==> src/sv/circular_doubly_linked_list_engine_top_assert.svh <==
// ----------------------------------------------------------------------------
// Assertion macros for the circular linked list engine
// Concurrent checks clocked on clk_i and disabled while rst_ni is low.
// ----------------------------------------------------------------------------
`ifndef CIRCULAR_DOUBLY_LINKED_LIST_ENGINE_TOP_ASSERT_SVH
`define CIRCULAR_DOUBLY_LINKED_LIST_ENGINE_TOP_ASSERT_SVH

`ifndef SYNTHESIS
`define CDLL_ASSERT(lbl, prop) lbl: assert property (@(posedge clk_i) \
  disable iff (!rst_ni) prop) else $error("assertion failed");
`define CDLL_ASSERT_NEVER(lbl, cond) `CDLL_ASSERT(lbl, !(cond))
`else
`define CDLL_ASSERT(lbl, prop)
`define CDLL_ASSERT_NEVER(lbl, cond)
`endif

`endif

==> src/sv/cdll_pkg.sv <==
// ----------------------------------------------------------------------------
// Circular linked list engine package
// Request and status codes, sequencer states and transfer types.
// ----------------------------------------------------------------------------
package cdll_pkg;

  typedef enum logic [2:0] {
    REQ_INS_FRONT = 3'd0,
    REQ_INS_END   = 3'd1,
    REQ_INS_POS   = 3'd2,
    REQ_DEL_FRONT = 3'd3,
    REQ_DEL_END   = 3'd4,
    REQ_DEL_POS   = 3'd5,
    REQ_READ      = 3'd6
  } req_e;

  typedef enum logic [1:0] {
    ST_OK      = 2'd0,
    ST_EMPTY   = 2'd1,
    ST_INVALID = 2'd2,
    ST_FULL    = 2'd3
  } status_e;

  typedef enum logic [3:0] {
    S_IDLE,
    S_WALK,
    S_FREE,
    S_LINK1,
    S_LINK2,
    S_DREAD,
    S_DFREE,
    S_RDOUT,
    S_RESP
  } state_e;

  typedef struct packed {
    logic [2:0]         req_type;
    logic signed [31:0] value;
    logic [7:0]         position;
  } in_t;

  typedef struct packed {
    logic [1:0]         status;
    logic signed [31:0] data_out;
    logic               is_last;
  } out_t;

  typedef struct packed {
    logic nxt;
    logic val;
  } mem_we_t;

endpackage

==> src/sv/cdll_node_mem.sv <==
// ----------------------------------------------------------------------------
// Node memory
// Value and next-link arrays with one shared registered read port. Unwritten
// link entries read as the reset free chain through per-entry valid bits.
// ----------------------------------------------------------------------------
module cdll_node_mem #(
  parameter int CAPACITY = 32,
  parameter int IW       = 5
) (
  input  logic               clk_i,
  input  logic               rst_ni,
  input  cdll_pkg::mem_we_t  we_i,
  input  logic [IW-1:0]      raddr_i,
  input  logic [IW-1:0]      nxt_waddr_i,
  input  logic [IW-1:0]      nxt_wdata_i,
  input  logic [IW-1:0]      val_waddr_i,
  input  logic signed [31:0] val_wdata_i,
  output logic [IW-1:0]      nxt_rdata_o,
  output logic signed [31:0] val_rdata_o
);

  logic [IW-1:0]      nxt_mem [CAPACITY];
  logic signed [31:0] val_mem [CAPACITY];
  logic [CAPACITY-1:0] vld_q;
  logic               vld_rd_q;
  logic [IW-1:0]      nxt_raw_q;
  logic [IW-1:0]      dflt_q;
  logic signed [31:0] val_rd_q;
  logic [IW-1:0]      chain;

  assign chain = (raddr_i == IW'(CAPACITY - 1)) ? '0 : raddr_i + 1'b1;

  always_ff @(posedge clk_i) begin
    if (we_i.nxt) begin
      nxt_mem[nxt_waddr_i] <= nxt_wdata_i;
    end
    if (we_i.val) begin
      val_mem[val_waddr_i] <= val_wdata_i;
    end
    nxt_raw_q <= nxt_mem[raddr_i];
    val_rd_q  <= val_mem[raddr_i];
    dflt_q    <= chain;
  end

  always_ff @(posedge clk_i or negedge rst_ni) begin
    if (!rst_ni) begin
      vld_q    <= '0;
      vld_rd_q <= 1'b0;
    end else begin
      if (we_i.nxt) begin
        vld_q[nxt_waddr_i] <= 1'b1;
      end
      vld_rd_q <= vld_q[raddr_i];
    end
  end

  assign nxt_rdata_o = vld_rd_q ? nxt_raw_q : dflt_q;
  assign val_rdata_o = val_rd_q;

endmodule

==> src/sv/circular_doubly_linked_list_engine_top.sv <==
// Refused requests go straight to S_RESP; inserts pass S_FREE, S_LINK1 and S_LINK2,
// deletes S_DREAD and S_DFREE, readout S_RDOUT. Walks take one link a cycle and run
// first for an insert at 1<p<=n, a delete at p>1 and a delete end of n>1.
// One request at a time: the next is taken the cycle after its last result is registered;
// readout gives one element per cycle while the output is not stalled.
// Reset clears control state at once; link memory reads as the initial free chain.
// ----------------------------------------------------------------------------
// Circular linked list engine, top level
// Sequencer over the node memory for insert, delete and readout requests.
// ----------------------------------------------------------------------------
`include "circular_doubly_linked_list_engine_top_assert.svh"

module circular_doubly_linked_list_engine_top #(
  parameter int CAPACITY = 32
) (
  input  logic          clk_i,
  input  logic          rst_ni,
  input  logic          in_valid_i,
  output logic          in_stall_o,
  input  cdll_pkg::in_t in_data_i,
  output logic          out_valid_o,
  input  logic          out_stall_i,
  output cdll_pkg::out_t out_data_o
);

  localparam int IW = (CAPACITY > 1) ? $clog2(CAPACITY) : 1;
  localparam int CW = $clog2(CAPACITY + 1);
  localparam int PW = (CW + 1 > 8) ? CW + 1 : 8;

  cdll_pkg::state_e state_q, state_d;

  logic [IW-1:0] head_q, head_d, tail_q, tail_d, free_q, free_d, cur_q, cur_d;
  logic [CW-1:0] cnt_q, cnt_d, steps_q, steps_d;
  logic          front_q, front_d, end_q, end_d, del_q, del_d;
  logic [1:0]    status_q, status_d;
  logic          out_valid_q;
  cdll_pkg::out_t out_q, out_d;

  logic [IW-1:0]      a_q, a_d, b_q, b_d, n_q, n_d;
  logic signed [31:0] ins_q, ins_d, dval_q, dval_d;

  cdll_pkg::mem_we_t  we;
  logic [IW-1:0]      rd_addr, nxt_waddr, nxt_wdata, val_waddr, nxt_rd;
  logic signed [31:0] val_rd;

  logic            out_free, emit, full, empty, last;
  logic [PW-1:0]   pos_x, cnt_x;
  logic            ins_bad, del_bad, pos_one, pos_end;

  assign out_free = !out_valid_q || !out_stall_i;
  assign full     = (cnt_q == CW'(CAPACITY));
  assign empty    = (cnt_q == '0);
  assign pos_x    = PW'(in_data_i.position);
  assign cnt_x    = PW'(cnt_q);
  assign pos_one  = (pos_x == PW'(1));
  assign pos_end  = (pos_x == cnt_x + PW'(1));
  assign ins_bad  = !pos_one && ((pos_x == '0) || (pos_x > cnt_x + PW'(1)));
  assign del_bad  = (pos_x == '0) || (pos_x > cnt_x);
  assign last     = (CW'(steps_q + 1'b1) == cnt_q);

  cdll_node_mem #(
    .CAPACITY (CAPACITY),
    .IW       (IW)
  ) u_mem (
    .clk_i       (clk_i),
    .rst_ni      (rst_ni),
    .we_i        (we),
    .raddr_i     (rd_addr),
    .nxt_waddr_i (nxt_waddr),
    .nxt_wdata_i (nxt_wdata),
    .val_waddr_i (val_waddr),
    .val_wdata_i (ins_q),
    .nxt_rdata_o (nxt_rd),
    .val_rdata_o (val_rd)
  );

  always_comb begin
    state_d = state_q;
    unique case (state_q)
      cdll_pkg::S_IDLE: begin
        if (in_valid_i) begin
          unique case (in_data_i.req_type)
            cdll_pkg::REQ_INS_FRONT, cdll_pkg::REQ_INS_END:
              state_d = full ? cdll_pkg::S_RESP : cdll_pkg::S_FREE;
            cdll_pkg::REQ_INS_POS: begin
              if (ins_bad || full) state_d = cdll_pkg::S_RESP;
              else if (pos_one || pos_end) state_d = cdll_pkg::S_FREE;
              else state_d = cdll_pkg::S_WALK;
            end
            cdll_pkg::REQ_DEL_FRONT:
              state_d = empty ? cdll_pkg::S_RESP : cdll_pkg::S_DREAD;
            cdll_pkg::REQ_DEL_END: begin
              if (empty) state_d = cdll_pkg::S_RESP;
              else if (cnt_q == CW'(1)) state_d = cdll_pkg::S_DREAD;
              else state_d = cdll_pkg::S_WALK;
            end
            cdll_pkg::REQ_DEL_POS: begin
              if (empty || del_bad) state_d = cdll_pkg::S_RESP;
              else if (pos_one) state_d = cdll_pkg::S_DREAD;
              else state_d = cdll_pkg::S_WALK;
            end
            cdll_pkg::REQ_READ:
              state_d = empty ? cdll_pkg::S_RESP : cdll_pkg::S_RDOUT;
            default: state_d = cdll_pkg::S_RESP;
          endcase
        end
      end
      cdll_pkg::S_WALK: begin
        if (steps_q == '0) state_d = del_q ? cdll_pkg::S_DREAD : cdll_pkg::S_FREE;
      end
      cdll_pkg::S_FREE:  state_d = cdll_pkg::S_LINK1;
      cdll_pkg::S_LINK1: state_d = cdll_pkg::S_LINK2;
      cdll_pkg::S_LINK2: if (out_free) state_d = cdll_pkg::S_IDLE;
      cdll_pkg::S_DREAD: state_d = cdll_pkg::S_DFREE;
      cdll_pkg::S_DFREE: if (out_free) state_d = cdll_pkg::S_IDLE;
      cdll_pkg::S_RDOUT: if (out_free && last) state_d = cdll_pkg::S_IDLE;
      cdll_pkg::S_RESP:  if (out_free) state_d = cdll_pkg::S_IDLE;
      default:           state_d = cdll_pkg::S_IDLE;
    endcase
  end

  always_comb begin
    head_d    = head_q;
    tail_d    = tail_q;
    free_d    = free_q;
    cur_d     = cur_q;
    cnt_d     = cnt_q;
    steps_d   = steps_q;
    front_d   = front_q;
    end_d     = end_q;
    del_d     = del_q;
    status_d  = status_q;
    a_d       = a_q;
    b_d       = b_q;
    n_d       = n_q;
    ins_d     = ins_q;
    dval_d    = dval_q;
    we        = '0;
    rd_addr   = cur_q;
    nxt_waddr = a_q;
    nxt_wdata = n_q;
    val_waddr = free_q;
    emit      = 1'b0;
    out_d     = out_q;
    unique case (state_q)
      cdll_pkg::S_IDLE: begin
        rd_addr = head_q;
        if (in_valid_i) begin
          cur_d   = head_q;
          ins_d   = in_data_i.value;
          a_d     = tail_q;
          b_d     = head_q;
          steps_d = CW'(pos_x - PW'(2));
          del_d   = 1'b0;
          front_d = 1'b0;
          end_d   = 1'b0;
          status_d = cdll_pkg::ST_INVALID;
          unique case (in_data_i.req_type)
            cdll_pkg::REQ_INS_FRONT: begin
              front_d  = 1'b1;
              status_d = cdll_pkg::ST_FULL;
            end
            cdll_pkg::REQ_INS_END: begin
              end_d    = 1'b1;
              status_d = cdll_pkg::ST_FULL;
            end
            cdll_pkg::REQ_INS_POS: begin
              front_d  = pos_one;
              end_d    = !pos_one && pos_end;
              status_d = ins_bad ? cdll_pkg::ST_INVALID : cdll_pkg::ST_FULL;
            end
            cdll_pkg::REQ_DEL_FRONT: begin
              del_d    = 1'b1;
              status_d = cdll_pkg::ST_EMPTY;
            end
            cdll_pkg::REQ_DEL_END: begin
              del_d    = 1'b1;
              steps_d  = cnt_q - CW'(2);
              status_d = cdll_pkg::ST_EMPTY;
            end
            cdll_pkg::REQ_DEL_POS: begin
              del_d    = 1'b1;
              status_d = empty ? cdll_pkg::ST_EMPTY : cdll_pkg::ST_INVALID;
            end
            cdll_pkg::REQ_READ: begin
              steps_d  = '0;
              status_d = cdll_pkg::ST_EMPTY;
            end
            default: status_d = cdll_pkg::ST_INVALID;
          endcase
        end
      end
      cdll_pkg::S_WALK: begin
        if (steps_q != '0) begin
          cur_d   = nxt_rd;
          rd_addr = nxt_rd;
          steps_d = steps_q - 1'b1;
        end else begin
          a_d = cur_q;
          b_d = nxt_rd;
          if (del_q) rd_addr = nxt_rd;
        end
      end
      cdll_pkg::S_FREE: begin
        rd_addr = free_q;
      end
      cdll_pkg::S_LINK1: begin
        n_d       = free_q;
        free_d    = nxt_rd;
        we.val    = 1'b1;
        val_waddr = free_q;
        we.nxt    = 1'b1;
        nxt_waddr = free_q;
        nxt_wdata = empty ? free_q : b_q;
        if (empty) begin
          head_d = free_q;
          tail_d = free_q;
        end else if (front_q) begin
          head_d = free_q;
        end else if (end_q) begin
          tail_d = free_q;
        end
      end
      cdll_pkg::S_LINK2: begin
        if (out_free) begin
          we.nxt    = !empty;
          nxt_waddr = a_q;
          nxt_wdata = n_q;
          cnt_d     = cnt_q + 1'b1;
          emit      = 1'b1;
          out_d     = '{status: cdll_pkg::ST_OK, data_out: '0, is_last: 1'b1};
        end
      end
      cdll_pkg::S_DREAD: begin
        dval_d = val_rd;
        if (cnt_q == CW'(1)) begin
          head_d = '0;
        end else begin
          we.nxt    = 1'b1;
          nxt_waddr = a_q;
          nxt_wdata = nxt_rd;
          if (b_q == head_q) head_d = nxt_rd;
          if (b_q == tail_q) tail_d = a_q;
        end
      end
      cdll_pkg::S_DFREE: begin
        if (out_free) begin
          we.nxt    = 1'b1;
          nxt_waddr = b_q;
          nxt_wdata = free_q;
          free_d    = b_q;
          cnt_d     = cnt_q - 1'b1;
          emit      = 1'b1;
          out_d     = '{status: cdll_pkg::ST_OK, data_out: dval_q, is_last: 1'b1};
        end
      end
      cdll_pkg::S_RDOUT: begin
        if (out_free) begin
          emit  = 1'b1;
          out_d = '{status: cdll_pkg::ST_OK, data_out: val_rd, is_last: last};
          if (!last) begin
            cur_d   = nxt_rd;
            rd_addr = nxt_rd;
            steps_d = steps_q + 1'b1;
          end
        end
      end
      cdll_pkg::S_RESP: begin
        if (out_free) begin
          emit  = 1'b1;
          out_d = '{status: status_q, data_out: '0, is_last: 1'b1};
        end
      end
      default: ;
    endcase
  end

  always_ff @(posedge clk_i or negedge rst_ni) begin
    if (!rst_ni) begin
      state_q     <= cdll_pkg::S_IDLE;
      head_q      <= '0;
      tail_q      <= '0;
      free_q      <= '0;
      cur_q       <= '0;
      cnt_q       <= '0;
      steps_q     <= '0;
      front_q     <= 1'b0;
      end_q       <= 1'b0;
      del_q       <= 1'b0;
      status_q    <= cdll_pkg::ST_OK;
      out_valid_q <= 1'b0;
    end else begin
      state_q     <= state_d;
      head_q      <= head_d;
      tail_q      <= tail_d;
      free_q      <= free_d;
      cur_q       <= cur_d;
      cnt_q       <= cnt_d;
      steps_q     <= steps_d;
      front_q     <= front_d;
      end_q       <= end_d;
      del_q       <= del_d;
      status_q    <= status_d;
      out_valid_q <= emit || (out_valid_q && out_stall_i);
    end
  end

  always_ff @(posedge clk_i) begin
    a_q    <= a_d;
    b_q    <= b_d;
    n_q    <= n_d;
    ins_q  <= ins_d;
    dval_q <= dval_d;
    out_q  <= out_d;
  end

  assign in_stall_o  = (state_q != cdll_pkg::S_IDLE);
  assign out_valid_o = out_valid_q;
  assign out_data_o  = out_q;

  `CDLL_ASSERT(a_cnt_bound, cnt_q <= CW'(CAPACITY))
  `CDLL_ASSERT(a_cnt_step, (cnt_q != $past(cnt_q)) |-> ((cnt_q == $past(cnt_q) + 1'b1) || (cnt_q + 1'b1 == $past(cnt_q))))
  `CDLL_ASSERT_NEVER(a_no_overwrite, emit && out_valid_q && out_stall_i)

endmodule
==> config.mk <==
export PLATFORM = sky130hd
export DESIGN_NAME = circular_doubly_linked_list_engine_top
export DESIGN_NICKNAME = d
export VERILOG_FILES = /design/src/sv/cdll_pkg.sv /design/src/sv/cdll_node_mem.sv /design/src/sv/circular_doubly_linked_list_engine_top.sv
export VERILOG_INCLUDE_DIRS = /design/src /design/src/sv
export SDC_FILE = /design/constraint.sdc
export NUM_CORES = 2
export LEC_CHECK = 0
export BUFFER_PORTS_ARGS = -buffer_cell sky130_fd_sc_hd__buf_2
export CORE_MARGIN = 5
export CORE_UTILIZATION = 35
export CTS_CLUSTER_DIAMETER = 150
export DETAILED_ROUTE_END_ITERATION = 6
export RECOVER_POWER = 100
export SLEW_MARGIN = 40
export SYNTH_ARGS = -nofsm -noshare
export SYNTH_HDL_FRONTEND = slang
export SYNTH_HIERARCHICAL = 1
export SYNTH_SLANG_ARGS = --single-unit
==> constraint.sdc <==
create_clock -name clk_i -period 5.9 [get_ports clk_i]
set_clock_uncertainty 0.1 [all_clocks]
set_input_delay 1.18 -clock clk_i [delete_from_list [all_inputs] [get_ports clk_i]]
set_output_delay 1.18 -clock clk_i [all_outputs]
set_load 0.005 [all_outputs]
==> qor.yml <==
placement:
  io_buffers: 83
  gp_congestion: 0.839
  placed_cells: 5024
  place_ws_ps: 1100
  dp.final_hpwl_um: 89400
synthesis:
  netlist_area_um2: 55400
  syn_area_per_cell_um2: 19.2
  synthArstFlopShare_pct: 5.30
  synth_fp_nets: 2953
  synth_top_flop_cell: "edfxtp_1"
  ys.warnings.count: 6
  yosysSeqAreaShare_pct: 75.2
  synth-edff-count: 1298
  synth-seq-cells: 1415
  yosysUniqueCellTypes: 90
  synthCells: 2884
cells_and_area:
  postLayoutCoreUtil_pct: 40.3
  fin_cells: 5316
  layout.nets: 3186
  area_growth_pct: 14.7
  drive_gt1_share_pct: 20.5
timing:
  max_freq_mhz: 189
  setup_viol: 0
  tns_ps: 0
  rsz0062_at_grt: "false"
  worst_slew_pin_slew_ps: 3630
  fin_ws_ps: 611
  period_share_pct: 89.6
  holdWs_ps: 265
  hold_violations: 0
  slew_headroom_pct: -142
  finalMaxSlewViolations: 485
  layout_min_cycle_time_ps: 5290
power_and_ir_drop:
  ir_drop_mv: 0.589
  power_per_cell_area_nw_per_um2: 624
  p_leak_nw: 20.5
floorplan:
  io_pins: 84
  die_area_um2: 166000
  die_h_um: 408
  initial_utilization_pct: 35.1
  dieWidth_um: 408
  core_um2: 158000
  row_count: 146
worst_setup_path:
  critPathMaxStageDelay_ps: 1260
  cp.arrival_ps: 5550
  cp_data_required_time_ps: 6160
  cp_slowest_cell: "nor2_1"
  crit_fanout: 24
  crit_path_cell_trace: "nand3_1 > clkbuf_1 > clkinv_1 > or3b_1 > nor2_1 > clkbuf_2"
  critPathLaunchType: "flip-flop"
  r2r_slack_ps: 610
  crit_path_end_kind: "flip-flop"
  crit_type: "reg -> reg"
status:
  outcome: "finished, violations left"
  violations: "max-capacitance violations, max-slew violations"
clock_tree:
  numCtsBuffers: 148
  cts_tree: "done"
  cts_resized: 0
  cts_setup_buffers: 0
  cts-root-buf: "clkbuf_16"
  ctsHoldBuffers: 0
  clk_pin_slew_ps: 60
  cts-htree-levels: 4
  clk_path_buf_depth: 3
  clock_sinks: 1415
  insertion_delay_ps: 760
detailed_routing:
  drt_wl_total_um: 148000
  drcViolationCount: 0
  first_pass_iters: 5
  wire_per_inst_um: 27.8
  via_per_inst: 5.50
  first_iter_violations: 3063
  vias: 29252
  ant_nets: 0
global_routing:
  grt_max_degree: 83
  grt_use_total_pct: 17.5
  grt_pass1_vias: 29418
  overflow: 0
  grt_pass1_wl_um: 213000
  antenna_found_initial: 6
run:
  maxCapViolCount: 26
hold_path:
  min_path_type: "in -> async"
Yosys cell counts (8+ instances only):
cell	number	area share, %
edfxtp_1	1298	70
mux4_2	226	9.2
mux2i_1	161	2.9
nand2_1	137	0.93
nor2_1	97	0.66
clkbuf_1	79	0.53
dfrtp_1	75	3.4
a22oi_1	71	0.96
a21oi_1	67	0.60
a22o_1	60	0.95
dfxtp_1	42	1.5
o22ai_1	39	0.44
buf_2	35	0.32
or2_2	34	0.38
o221ai_1	30	0.47
ha_1	22	0.50
xnor2_1	22	0.35
nor3_1	21	0.19
o21ai_0	20	0.18
a211oi_1	19	0.26
inv_1	19	0.13
nand3_1	17	0.15
buf_4	16	0.22
mux2_2	16	0.32
a31oi_1	15	0.17
nand3b_1	15	0.20
xor2_1	15	0.24
buf_6	12	0.24
a2111oi_2	11	0.30
o221a_2	11	0.22
a21o_1	10	0.14
a221oi_1	10	0.16
nor2b_1	10	0.11
buf_1	9	0.061
o21ai_1	8	0.072
critical path, delay by kind of cell, from the launching register on:
| kind | cells | cell delay, ps |
|---|---|---|
| and+or+nand+nor | 3 | 2000 |
| buffers and inverters | 3 | 1880 |
| DFF | 1 | 850 |
cells in the final DEF, fill, tap and decap left out, drive strengths merged, types with 23 or more instances in the layout:
cell type / Yosys / routed
a2111oi: 23 / 23
a21oi: 68 / 68
a22o: 60 / 60
nor2: 99 / 99
or2: 34 / 34
o221ai: 30 / 30
buf: 75 / 100
dfrtp: 75 / 75
a22oi: 71 / 71
mux2i: 161 / 161
mux4: 228 / 228
nand2: 138 / 138
clkinv: 1 / 59
o21ai: 28 / 28
dfxtp: 42 / 42
clkbuf: 81 / 335
mux2: 24 / 24
o22ai: 39 / 39
inv: 20 / 24
edfxtp: 1298 / 1298
cell families after synthesis:
logic type | count (synthesis) | share of synthesized area (%)
xor+xnor | 37 | 0.584
flops | 1415 | 75.2
simple gates | 386 | 3.41
compound gates | 434 | 6.01
fa+ha+maj | 22 | 0.496
buf+inv | 177 | 1.61
mux | 413 | 12.7
flip-flops by register name, summed over array words and instances, names as in the netlist, 6 cells and up:
name and cells:
u_mem/val_mem 1024, u_mem/nxt_mem 160, out_data_o 35, dval_q 32, ins_q 32, u_mem/val_rdata_o 32, u_mem/vld_q 32, cnt_q 6
steps_q 6
area by class of cell:
| class | instances | area, um2 |
|---|---|---|
| fill | 14097 | 94400 |
| sequential | 1415 | 41700 |
| multi-input combinational | 1292 | 12900 |
| clock buffer | 198 | 4080 |
| tap | 2072 | 2590 |
| timing repair buffer | 239 | 1560 |
| clock inverter | 78 | 669 |
| inverter | 21 | 80.1 |
| antenna | 1 | 2.50 |
per-layer routing:
layer / part of all wire [%] / up-vias / global-route usage (%)
li1: - / 12324 / -
met1: 42 / 15453 / 24.1
met2: 48 / 1272 / 28.2
met3: 8.3 / 201 / 3.80
met4: 2.3 / 2 / 4.67
met5: 0.0088 / - / 0
final timing paths:
check / startpoint / cells after the start / endpoint
max: state_q[1] / 6 / u_mem/val_mem[16][30]
min: rst_ni / 1 / status_q[0]
max reg2reg: state_q[1] / 6 / u_mem/val_mem[16][30]
min reg2reg: u_mem/vld_q[4] / 1 / u_mem/vld_q[4]
max in group asynchronous: rst_ni / 2 / u_mem/vld_q[7]
min in group clk_i: u_mem/vld_q[4] / 1 / u_mem/vld_q[4]
power breakdown:
group	internal (mW)	switching (mW)
combinational	7.53	9.69
sequential	12.4	0.966
clock	5.26	3.79
total	25.2	14.4
through the flow:
stage                     power, mW  instance area, um2
after global routing           41.6               63600
after detailed placement       31.2               59800
final                          39.7               63600
after global placement         30.9               59400
after CTS                      40.3               64500
after floorplan                24.9               55400
(Power assumes the default switching activity.)
